File: src/rtl/assert_macros.svh
// Assertion macros used by the RTL of the acknowledgement delay queue.
`ifndef ASSERT_MACROS_SVH
`define ASSERT_MACROS_SVH
`ifndef ASSERT_OFF
// Condition must hold on every checked clock edge.
`define ASSERT_ALWAYS(label, clk_sig, rst_sig, cond) \
  label: assert property (@(posedge clk_sig) disable iff (rst_sig) (cond)) \
    else $error("assertion failed: invariant");
// Antecedent implies consequent in the same cycle.
`define ASSERT_IMPLY(label, clk_sig, rst_sig, ante, cons) \
  label: assert property (@(posedge clk_sig) disable iff (rst_sig) (ante) |-> (cons)) \
    else $error("assertion failed: same-cycle implication");
// Antecedent implies consequent in the next cycle.
`define ASSERT_NEXT(label, clk_sig, rst_sig, ante, cons) \
  label: assert property (@(posedge clk_sig) disable iff (rst_sig) (ante) |=> (cons)) \
    else $error("assertion failed: next-cycle implication");
`else
`define ASSERT_ALWAYS(label, clk_sig, rst_sig, cond)
`define ASSERT_IMPLY(label, clk_sig, rst_sig, ante, cons)
`define ASSERT_NEXT(label, clk_sig, rst_sig, ante, cons)
`endif
`endif

File: src/rtl/madq_pkg.sv
// Package with the types and constants of the acknowledgement delay queue.
`default_nettype none
package madq_pkg;

  localparam int AddrW             = 32;
  localparam int DelayW            = 8;
  localparam int CmdW              = 2;
  localparam int DefaultQueueDepth = 16;
  // Most words that one tick may release.
  localparam int MaxRelease        = 16;

  localparam logic [CmdW-1:0] CmdTick  = 2'd0;
  localparam logic [CmdW-1:0] CmdRead  = 2'd1;
  localparam logic [CmdW-1:0] CmdWrite = 2'd2;

  typedef enum logic [2:0] {
    S_IDLE = 3'b001,
    S_CHK  = 3'b010,
    S_EMIT = 3'b100
  } state_t;

endpackage
`default_nettype wire

File: src/rtl/memory_ack_delay_queue.sv
// Top level of the acknowledgement delay queue: FIFO, countdown cells and drain sequencer.
//
//  channel   direction  handshake               payload
//  command   in         start / busy            cmd, addr
//  config    in         cfg_valid / cfg_ready   cfg_data (bus delay)
//  result    out        valid strobe            ack_addr, ack_is_write, last, overflow
//
// A read or write completion is taken while busy stays low, so another
// command can follow in the next cycle. A tick decrements every nonzero countdown cell
// in the cycle it is accepted; busy then stays high through the head check state, which
// also does the first memory read, and then the emit state releases one word per cycle, as the
// single read port of the address memory delivers one entry each cycle.
// Reset is synchronous and active high; it empties the queue, clears the overflow
// flag and sets the bus delay to zero. The receiver cannot stall: each word is
// shown for exactly one cycle with valid high.
`default_nettype none
`include "assert_macros.svh"
module memory_ack_delay_queue #(
  parameter int QUEUE_DEPTH = madq_pkg::DefaultQueueDepth
) (
  input  wire logic                          clk,
  input  wire logic                          rst,
  input  wire logic                          start,
  output      logic                          busy,
  input  wire logic [madq_pkg::CmdW-1:0]     cmd,
  input  wire logic [madq_pkg::AddrW-1:0]    addr,
  input  wire logic                          cfg_valid,
  output      logic                          cfg_ready,
  input  wire logic [madq_pkg::DelayW-1:0]   cfg_data,
  output      logic                          valid,
  output      logic [madq_pkg::AddrW-1:0]    ack_addr,
  output      logic                          ack_is_write,
  output      logic                          last,
  output      logic                          overflow
);

  localparam int IdxW = (QUEUE_DEPTH > 1) ? $clog2(QUEUE_DEPTH) : 1;
  localparam int OccW = $clog2(QUEUE_DEPTH + 1);
  localparam int RelW = $clog2(madq_pkg::MaxRelease + 1);
  localparam logic [IdxW-1:0] LastIdx = IdxW'(QUEUE_DEPTH - 1);
  localparam logic [OccW-1:0] FullOcc = OccW'(QUEUE_DEPTH);

  madq_pkg::state_t state, state_next;

  logic [IdxW-1:0]                head, tail;
  logic [OccW-1:0]                occ;
  logic [RelW-1:0]                released;
  logic                           overflow_seen;
  logic [madq_pkg::DelayW-1:0]    bus_delay;

  // Address and write flag storage, written at the tail and read at the head.
  logic [madq_pkg::AddrW-1:0]     mem_addr [QUEUE_DEPTH];
  logic                           mem_write [QUEUE_DEPTH];
  logic [madq_pkg::AddrW-1:0]     rd_addr;
  logic                           rd_write;

  // One countdown cell per entry; each nonzero cell decrements itself on a tick.
  logic [madq_pkg::DelayW-1:0]    countdown [QUEUE_DEPTH];
  logic [QUEUE_DEPTH-1:0]         ready;

  logic cmd_accept, tick_accept, enq_req, enq_ok, pop;

  assign busy       = (state != madq_pkg::S_IDLE);
  assign cfg_ready  = 1'b1;
  assign cmd_accept = start && !busy;
  assign tick_accept = cmd_accept && (cmd == madq_pkg::CmdTick);
  assign enq_req    = cmd_accept && ((cmd == madq_pkg::CmdRead) || (cmd == madq_pkg::CmdWrite));
  assign enq_ok     = enq_req && (occ != FullOcc);

  always_comb begin
    for (int i = 0; i < QUEUE_DEPTH; i++) begin
      ready[i] = (countdown[i] == '0);
    end
  end

  // The head may be released when it is occupied, its countdown has run out and
  // this tick has not yet reached its release limit.
  logic can_pop;
  assign can_pop = (occ != '0) && ready[head] &&
                   (released < RelW'(madq_pkg::MaxRelease));
  assign pop = ((state == madq_pkg::S_CHK) || (state == madq_pkg::S_EMIT)) && can_pop;

  always_comb begin
    state_next = state;
    unique case (state)
      madq_pkg::S_IDLE: begin
        if (tick_accept) state_next = madq_pkg::S_CHK;
      end
      madq_pkg::S_CHK: begin
        state_next = can_pop ? madq_pkg::S_EMIT : madq_pkg::S_IDLE;
      end
      madq_pkg::S_EMIT: begin
        state_next = can_pop ? madq_pkg::S_EMIT : madq_pkg::S_IDLE;
      end
      default: state_next = madq_pkg::S_IDLE;
    endcase
  end

  always_ff @(posedge clk) begin
    if (rst) begin
      state         <= madq_pkg::S_IDLE;
      head          <= '0;
      tail          <= '0;
      occ           <= '0;
      released      <= '0;
      overflow_seen <= 1'b0;
      bus_delay     <= '0;
    end else begin
      state <= state_next;
      if (cfg_valid && cfg_ready) bus_delay <= cfg_data;
      if (enq_req && !enq_ok) overflow_seen <= 1'b1;
      if (enq_ok) begin
        tail <= (tail == LastIdx) ? '0 : tail + 1'b1;
        occ  <= occ + 1'b1;
      end
      if (tick_accept) released <= '0;
      if (pop) begin
        head     <= (head == LastIdx) ? '0 : head + 1'b1;
        occ      <= occ - 1'b1;
        released <= released + 1'b1;
      end
    end
  end

  always_ff @(posedge clk) begin
    if (enq_ok) begin
      mem_addr[tail]  <= addr;
      mem_write[tail] <= (cmd == madq_pkg::CmdWrite);
    end
    if (pop) begin
      rd_addr  <= mem_addr[head];
      rd_write <= mem_write[head];
    end
  end

  always_ff @(posedge clk) begin
    for (int i = 0; i < QUEUE_DEPTH; i++) begin
      if (enq_ok && (tail == IdxW'(i))) begin
        countdown[i] <= bus_delay;
      end else if (tick_accept && (countdown[i] != '0)) begin
        countdown[i] <= countdown[i] - 1'b1;
      end
    end
  end

  // A word is shown in every emit cycle; it is the last one when no further
  // head can be released behind it.
  assign valid        = (state == madq_pkg::S_EMIT);
  assign ack_addr     = rd_addr;
  assign ack_is_write = rd_write;
  assign last         = valid && !can_pop;
  assign overflow     = overflow_seen;

  `ASSERT_ALWAYS(a_occ_bound, clk, rst, occ <= FullOcc)
  `ASSERT_NEXT(a_drain_continues, clk, rst, valid && !last, valid)
  `ASSERT_NEXT(a_tick_busy, clk, rst, tick_accept, busy && !valid)
  `ASSERT_IMPLY(a_no_pop_when_empty, clk, rst, pop, occ != '0)

endmodule
`default_nettype wire
File: config.mk
export PLATFORM = sky130hd
export DESIGN_NAME = memory_ack_delay_queue
export DESIGN_NICKNAME = d
export VERILOG_FILES = /design/src/rtl/madq_pkg.sv /design/src/rtl/memory_ack_delay_queue.sv
export VERILOG_INCLUDE_DIRS = /design/src /design/src/rtl
export SDC_FILE = /design/constraint.sdc
export NUM_CORES = 1
export LEC_CHECK = 0
export ABC_AREA = 1
export ABC_CLOCK_PERIOD_IN_PS = 4320
export BUFFER_PORTS_ARGS = -buffer_cell sky130_fd_sc_hd__buf_2
export CAP_MARGIN = 25
export CORE_ASPECT_RATIO = 0.6
export CORE_MARGIN = 1
export CORE_UTILIZATION = 45
export CTS_BUF_LIST = sky130_fd_sc_hd__clkbuf_2
export DETAILED_ROUTE_END_ITERATION = 6
export PLACE_DENSITY = 0.7
export RECOVER_POWER = 50
export SLEW_MARGIN = 10
export SYNTH_ARGS = -nofsm -noshare
export SYNTH_HDL_FRONTEND = slang
export SYNTH_SLANG_ARGS = --single-unit
File: constraint.sdc
create_clock -name clk -period 4.32 [get_ports clk]
set_input_delay 0.864 -clock clk [delete_from_list [all_inputs] [get_ports clk]]
set_output_delay 0.864 -clock clk [all_outputs]
set_load 0.005 [all_outputs]
==> results of run 1 <==
## power by group through the flow
stage	Combinational, uW	Sequential [uW]	Clock [uW]
floorplan	329	7940	0
global placement	480	7990	0
CTS	556	7830	4310
finish	563	7830	4220
detailed placement	518	7990	0
global route	629	7840	4640
## layer usage
| layer | track usage, % | share of wire, % |
|---|---|---|
| met2 | 32.2 | 43 |
| met5 | 0 | 0 |
| met4 | 6.13 | 1.6 |
| met3 | 6.82 | 11 |
| met1 | 32.3 | 45 |
## flip-flops by register name, summed over array words and instances (netlist names)
signal        count
mem_addr        512
countdown       128
ack_addr         32
mem_write        16
bus_delay         8
occ               5
released          5
head              4
tail              4
state             3
ack_is_write      1
overflow          1
## worst paths after layout
kind	startpoint	slack, ns	end	cells after the start
worst max-delay path	countdown[0][10]	0.28	last	10
worst min-delay path	start	0.14	overflow	5
worst max register to register	state[2]	0.67	mem_addr[15][19]	10
worst min register to register	released[4]	0.51	released[4]	2
## cell families after synthesis
group                      synth area share (%)
other                                    0.0121
adders and majority gates                  1.80
buffers and inverters                      3.60
DFF                                        68.6
and+or+nand+nor                            15.0
AOI/OAI and AO/OA                          8.37
xor gates and xnor gates                   2.63
## what timing repair did
item | in CTS | in global routing
resized for setup | 2 | 7
hold endpoints to repair | 429 | 0
buffers inserted | 0 | 2
endpoints found under the setup margin | 1 | 1
hold buffers | 50 | 0
## final cells by class
cell class                      count  area (um^2)
Sequential cell                   719        21300
Timing Repair Buffer              170         1250
Clock inverter                     32          194
Inverter                          138          549
Clock buffer                      241         1210
Multi-Input combinational cell   1641         8640
Tap cell                          912         1140
Fill cell                        6007        33900
Antenna cell                        3         7.51
## through the flow
stage / cell area [um^2] / cells / power (uW) / setup slack, ns
finish: 34300 / 3856 / 12600 / 0.278
detailed placement: 32300 / 3521 / 8510 / 1.05
floorplan: 31000 / 2640 / 8270 / 0.736
global placement: 32300 / 3519 / 8470 / 1.11
CTS: 34200 / 3844 / 12700 / 0.0276
global route: 34300 / 3856 / 13100 / 0.0347
## cells in the mapped netlist, types with 3 or more instances
cell type,count,area [um^2]
edfxtp_1,689,20700
nand2_1,486,1820
nand3_1,258,1290
o21ai_0,252,1260
nor2_1,245,920
inv_1,125,469
clkbuf_1,102,383
o2111ai_1,66,578
o211ai_1,66,495
xnor2_1,47,412
xor2_1,46,403
ha_1,43,538
dfxtp_1,30,601
buf_2,23,115
nor3_1,20,100
nor2_2,16,100
nand2_2,14,87.6
o21ai_1,13,65.1
buf_1,11,41.3
nand4_1,8,50.1
a21oi_1,7,35.0
a21oi_2,7,61.3
a31oi_1,7,43.8
inv_2,7,26.3
nor2_4,6,67.6
clkinv_1,5,18.8
nor3b_1,5,37.5
or3_1,5,31.3
buf_4,3,22.5
buf_6,3,33.8
or2_2,3,18.8
## critical path: cells and delay by family, from the launching register on
family	cells	cell delay [ns]
and+or+nand+nor	9	1.33
DFF	1	0.45
buffers and inverters	1	0.13
==> results.cfg, run 1 <==
[worst_setup_path]
worstPathCellList = or2_1 > nor2_2 > nand3_1 > nand3_1 > nand3_1 > nand2_1 > nor2_2 > nor2_4 > nor3_1 > buf_2
crit_path_start_kind = register
slowest_delay_ns = 0.45
end_kind = primary output
cp_common_cell = nand3_1
crit_arrival_ns = 3.18
crit_fanout = 4
slowest_stage = edfxtp_1
crit_type = reg -> out
cp.required_ns = 3.46

[power_and_ir_drop]
seqPwrFrac_pct = 62.1
p_per_area_mw_per_mm2 = 368
p_int_uw = 9520
switching_share_pct = 24.5
peakVddDrop_uv = 203
power.switching_uw = 3090
power_leakage_uw = 0.0118
power.share.clock_pct = 33.5
p_comb_share_pct = 4.5

[drt]
routedWlPerCell_um = 20.1
vias_per_cell = 5.54
antenna_left = 0
drc = 0
drt_iter0_markers = 2207
drt_pre_antenna_iters = 5
wl_mm = 77.6
num_vias = 21400

[die]
fp-row-count = 74
dieHeight_um = 205
dieArea_mm2 = 0.0700
io_pins = 84
start_util_pct = 45.5
die_x_um = 341
core-area_mm2 = 0.0681

[sta]
fin_tns_setup_ns = 0
finalHoldViolations = 0
slew_headroom_pct = -12.9
worst_pin_slew_ns = 1.69
fin_crit_ns = 4.04
fin_hold_ws_ns = 0.135
report.final.setup_viol = 0
final_max_slew_viol_count = 84
max_freq_mhz = 247
layout_worst_path_cycle_share_pct = 93.6
finalClockSkew_ns = 0.121
rsz0062_at_grt = no

[clock_network]
cts.clk_slew.worst_paths_ns = 0.11
cts_inserted_buffers = 159
clock_sinks = 719
clock_latency_ns = 1.25
htreeDepth = 4
root_buffer = clkbuf_2
cts_tree = built
cts_buffer_depth = 3

[synth]
synth_cells = 2640
ys.flop_type = edfxtp_1
synth.distinct_cells = 46
synthArstFlopShare_pct = 0
synth_edf_count = 689
synth_warnings = 0
syn_area_mm2 = 0.0310
syn_nets = 2730
ys_ff_latch = 719
syn_avg_cell_area_um2 = 11.8
synth-seq-area-share_pct = 68.6

[finish]
final_core_util_pct = 50.3
drive_gt1_share_pct = 13.9
layout_common_cells = edfxtp_1 (689), nand2_1 (493), nand3_1 (257)
layout_commonest_cell = edfxtp_1
nets = 2919
syn_to_final_growth_pct = 10.5

[status]
outcome = finished, violations left
violations = max-capacitance violations, max-slew violations

[global_route]
grt_pass1_vias = 20700
grt_max_degree = 99
grt_pass1_wl_mm = 119
grt_overflow = 0
grt_use_total_pct = 22.3
antenna_found_initial = 2

[placed_design]
port_buffers = 82
dpl.hpwl_mm = 45.7
gp_congestion = 0.845

[hold_path]
hp-class = in -> reg

[run]
max-cap-violations = 1
No activity file was read; power rests on OpenSTA's default activity.
==> run 2: changes to the inputs <==
- ABC_AREA: 1 -> unset
- PLACE_DENSITY: 0.7 -> unset
- PLACE_DENSITY_LB_ADDON: unset -> 0.3
- REMOVE_ABC_BUFFERS: unset -> 1
==> results.cfg, run 2 <==
[power_and_ir_drop]
power.share.clock_pct = 34.4
peakVddDrop_uv = 199
power.switching_uw = 3070
power_leakage_uw = 0.0111
p_int_uw = 9690
p_per_area_mw_per_mm2 = 376
switching_share_pct = 24.1
seqPwrFrac_pct = 61.3
p_comb_share_pct = 4.3
power.total_uw = 12800

[sta]
finalHoldViolations = 0
layout_worst_path_cycle_share_pct = 99.6
fin_tns_setup_ns = 0
report.final.setup_viol = 0
rsz0062_at_grt = yes
max_freq_mhz = 232
slew_headroom_pct = -33.7
final_max_slew_viol_count = 69
fin_crit_ns = 4.30
worst_pin_slew_ns = 2.01
finalClockSkew_ns = 0.163

[synth]
yosys-top-cells-area = edfxtp_1 (69%), mux4_2 (12%), dfxtp_1 (2.0%), nor2_1 (2.0%), xnor2_1 (2.0%)
synthArstFlopShare_pct = 0
synth.distinct_cells = 63
yosysMostFrequentCell = edfxtp_1
ys_top_cells_by_count = edfxtp_1 (689), mux4_2 (165), nor2_1 (160)
synth-seq-area-share_pct = 70.7
synth_top_area_share_pct = 68.7
synth_warnings = 0
syn_avg_cell_area_um2 = 17.2
synth_edf_count = 689
synth_cells = 1757
ys.flop_type = edfxtp_1
yosysTopAreaCell = edfxtp_1
syn_area_mm2 = 0.0301
ys_ff_latch = 719

[hold_path]
hp-class = in -> reg
hp-start = rst

[placed_design]
port_buffers = 82
place_area_mm2 = 0.0318
dpl.hpwl_mm = 38.5
gp_congestion = 0.808
placed_cells = 2698

[die]
die_x_um = 336
io_pins = 84
dieHeight_um = 202
core-area_mm2 = 0.0662
dieArea_mm2 = 0.0680
fp-row-count = 73
start_util_pct = 45.5

[finish]
largest_register_ffs = 512
layout_common_cells = edfxtp_1 (689), clkbuf_2 (246), mux4_2 (165)
nets = 2111
syn_to_final_growth_pct = 12.7
design_area_mm2 = 0.0340
drive_gt1_share_pct = 26.0
layout_commonest_cell = edfxtp_1
top_register = mem_addr
layoutNonFillerInstCount = 3043

[clock_network]
root_buffer = clkbuf_2
cts.clk_slew.worst_paths_ns = 0.11
cts_tree = built
cts_inserted_buffers = 163
clock_sinks = 719
clock_latency_ns = 1.26
htreeDepth = 4
cts_buffer_depth = 3

[global_route]
grt_overflow = 0
grt_use_total_pct = 20.4
grt_max_degree = 85
grt_pass1_vias = 17000
use_met2_pct = 29.9
busiest_layer = met1
use_met3_pct = 4.85
grt_pass1_wl_mm = 103
antenna_found_initial = 4
grtUsageMet1_pct = 30.7

[worst_setup_path]
slowest_delay_ns = 0.58
end_kind = primary output
critPathTopFamily = simple AND/OR/NAND/NOR gates
slowest_stage = or4_4
crit_buf_inv = 3
startpoint = countdown[1][13]
cp.required_ns = 3.46
crit_fanout = 2
r2r_start = state[0]
cp_common_cell = buf_4
crit_path_start_kind = register
crit_arrival_ns = 3.44
worstPathCellList = or4_4 > nor4b_4 > buf_4 > a2111oi_4 > nor4_2 > buf_4 > a21boi_2 > buf_2
crit_type = reg -> out

[drt]
num_vias = 17000
vias_per_cell = 5.58
routedWlPerCell_um = 22.4
drt_iter0_markers = 1687
drt_pre_antenna_iters = 5
drc = 0
antenna_left = 0
wl_mm = 68.0

[status]
violations = max-capacitance violations, max-slew violations
outcome = finished, violations left

[run]
max-cap-violations = 1
==> run 2: cell types whose count changed in the layout (fill, tap and decap cells not counted), sizes merged, moves of 20 or more <==
cell | before | now
inv | 134 | 60
mux4 | 0 | 165
nor2 | 267 | 160
nor4 | 1 | 21
o211ai | 66 | 0
nand3 | 260 | 13
nand2 | 502 | 63
a21oi | 14 | 111
o21ai | 265 | 26
o2111ai | 66 | 1
xnor2 | 47 | 68
==> run 2: cell families (layout without fill, tap and decap cells) <==
logic type,Yosys count,after routing,synth area share [%]
flip-flops,719,719,70.7
other,1,3,0.0124
multiplexers,178,178,12.8
AND/OR/NAND/NOR,387,387,6.44
AO/OA/AOI/OAI,183,183,3.51
adder cells (fa/ha/maj),44,44,1.85
buffers and inverters,145,529,1.85
XOR/XNOR,100,100,2.91
==> run 2: cell type report <==
type / count / area, um^2
fillers: 5558 / 32300
flip-flops and latches: 719 / 21300
multi-input cells: 893 / 8450
repair buffers: 187 / 1360
clock buffers: 244 / 1220
well taps: 900 / 1130
clock inverters: 41 / 274
inverters: 57 / 214
diodes: 2 / 5.00
==> run 2: layer usage <==
layer / share of wire, % / up-vias
met2: 44 / 642
met5: 0.032 / -
met1: 47 / 8723
met4: 1.4 / 4
li1: - / 7509
met3: 7.6 / 88
==> run 2: repair_timing <==
item                                    in CTS  in global routing
endpoints found under the hold margin      515                  0
hold buffers                                48                  0
pin swaps                                    6                  1
resized for setup                           28                  0
setup buffers                                8                  1
endpoints found under the setup margin       1                  1
==> run 2: power groups by stage <==
| stage | Combinational, uW | Sequential (uW) | Clock, uW |
|---|---|---|---|
| finish | 550 | 7820 | 4390 |
| global placement | 458 | 7980 | 0 |
| floorplan | 288 | 7950 | 0 |
| detailed placement | 504 | 7980 | 0 |
| CTS | 557 | 7820 | 4530 |
| global route | 610 | 7830 | 4850 |
==> run 2: worst reg2reg max path: stages, from the launching register on <==
cell and delay [ns]:
dfxtp_1 0.38, or3b_2 0.53, a2111oi_0 0.43, clkbuf_1 0.73
and3_1 0.46, clkbuf_1 1.01
==> run 2: path summary, 6_finish.rpt <==
check / endpoint / slack [ns] / cells after the start
setup / recovery: last / 0.02 / 8
hold / removal: state[2] / 0.16 / 2
hold reg to reg: released[4] / 0.48 / 2
setup reg to reg: mem_addr[0][24] / 0.27 / 5
==> run 2: through the flow <==
stage | hold slack [ns] | setup WS, ns | util [%]
floorplan | 0.426 | -5.24 | -
CTS | 0.0392 | -0.0970 | 51.4
global route | 0.0950 | -0.182 | 51.3
finish | 0.161 | 0.0188 | 51.3
global placement | 0.443 | 0.607 | 47.9
detailed placement | 0.455 | 0.603 | 48.1
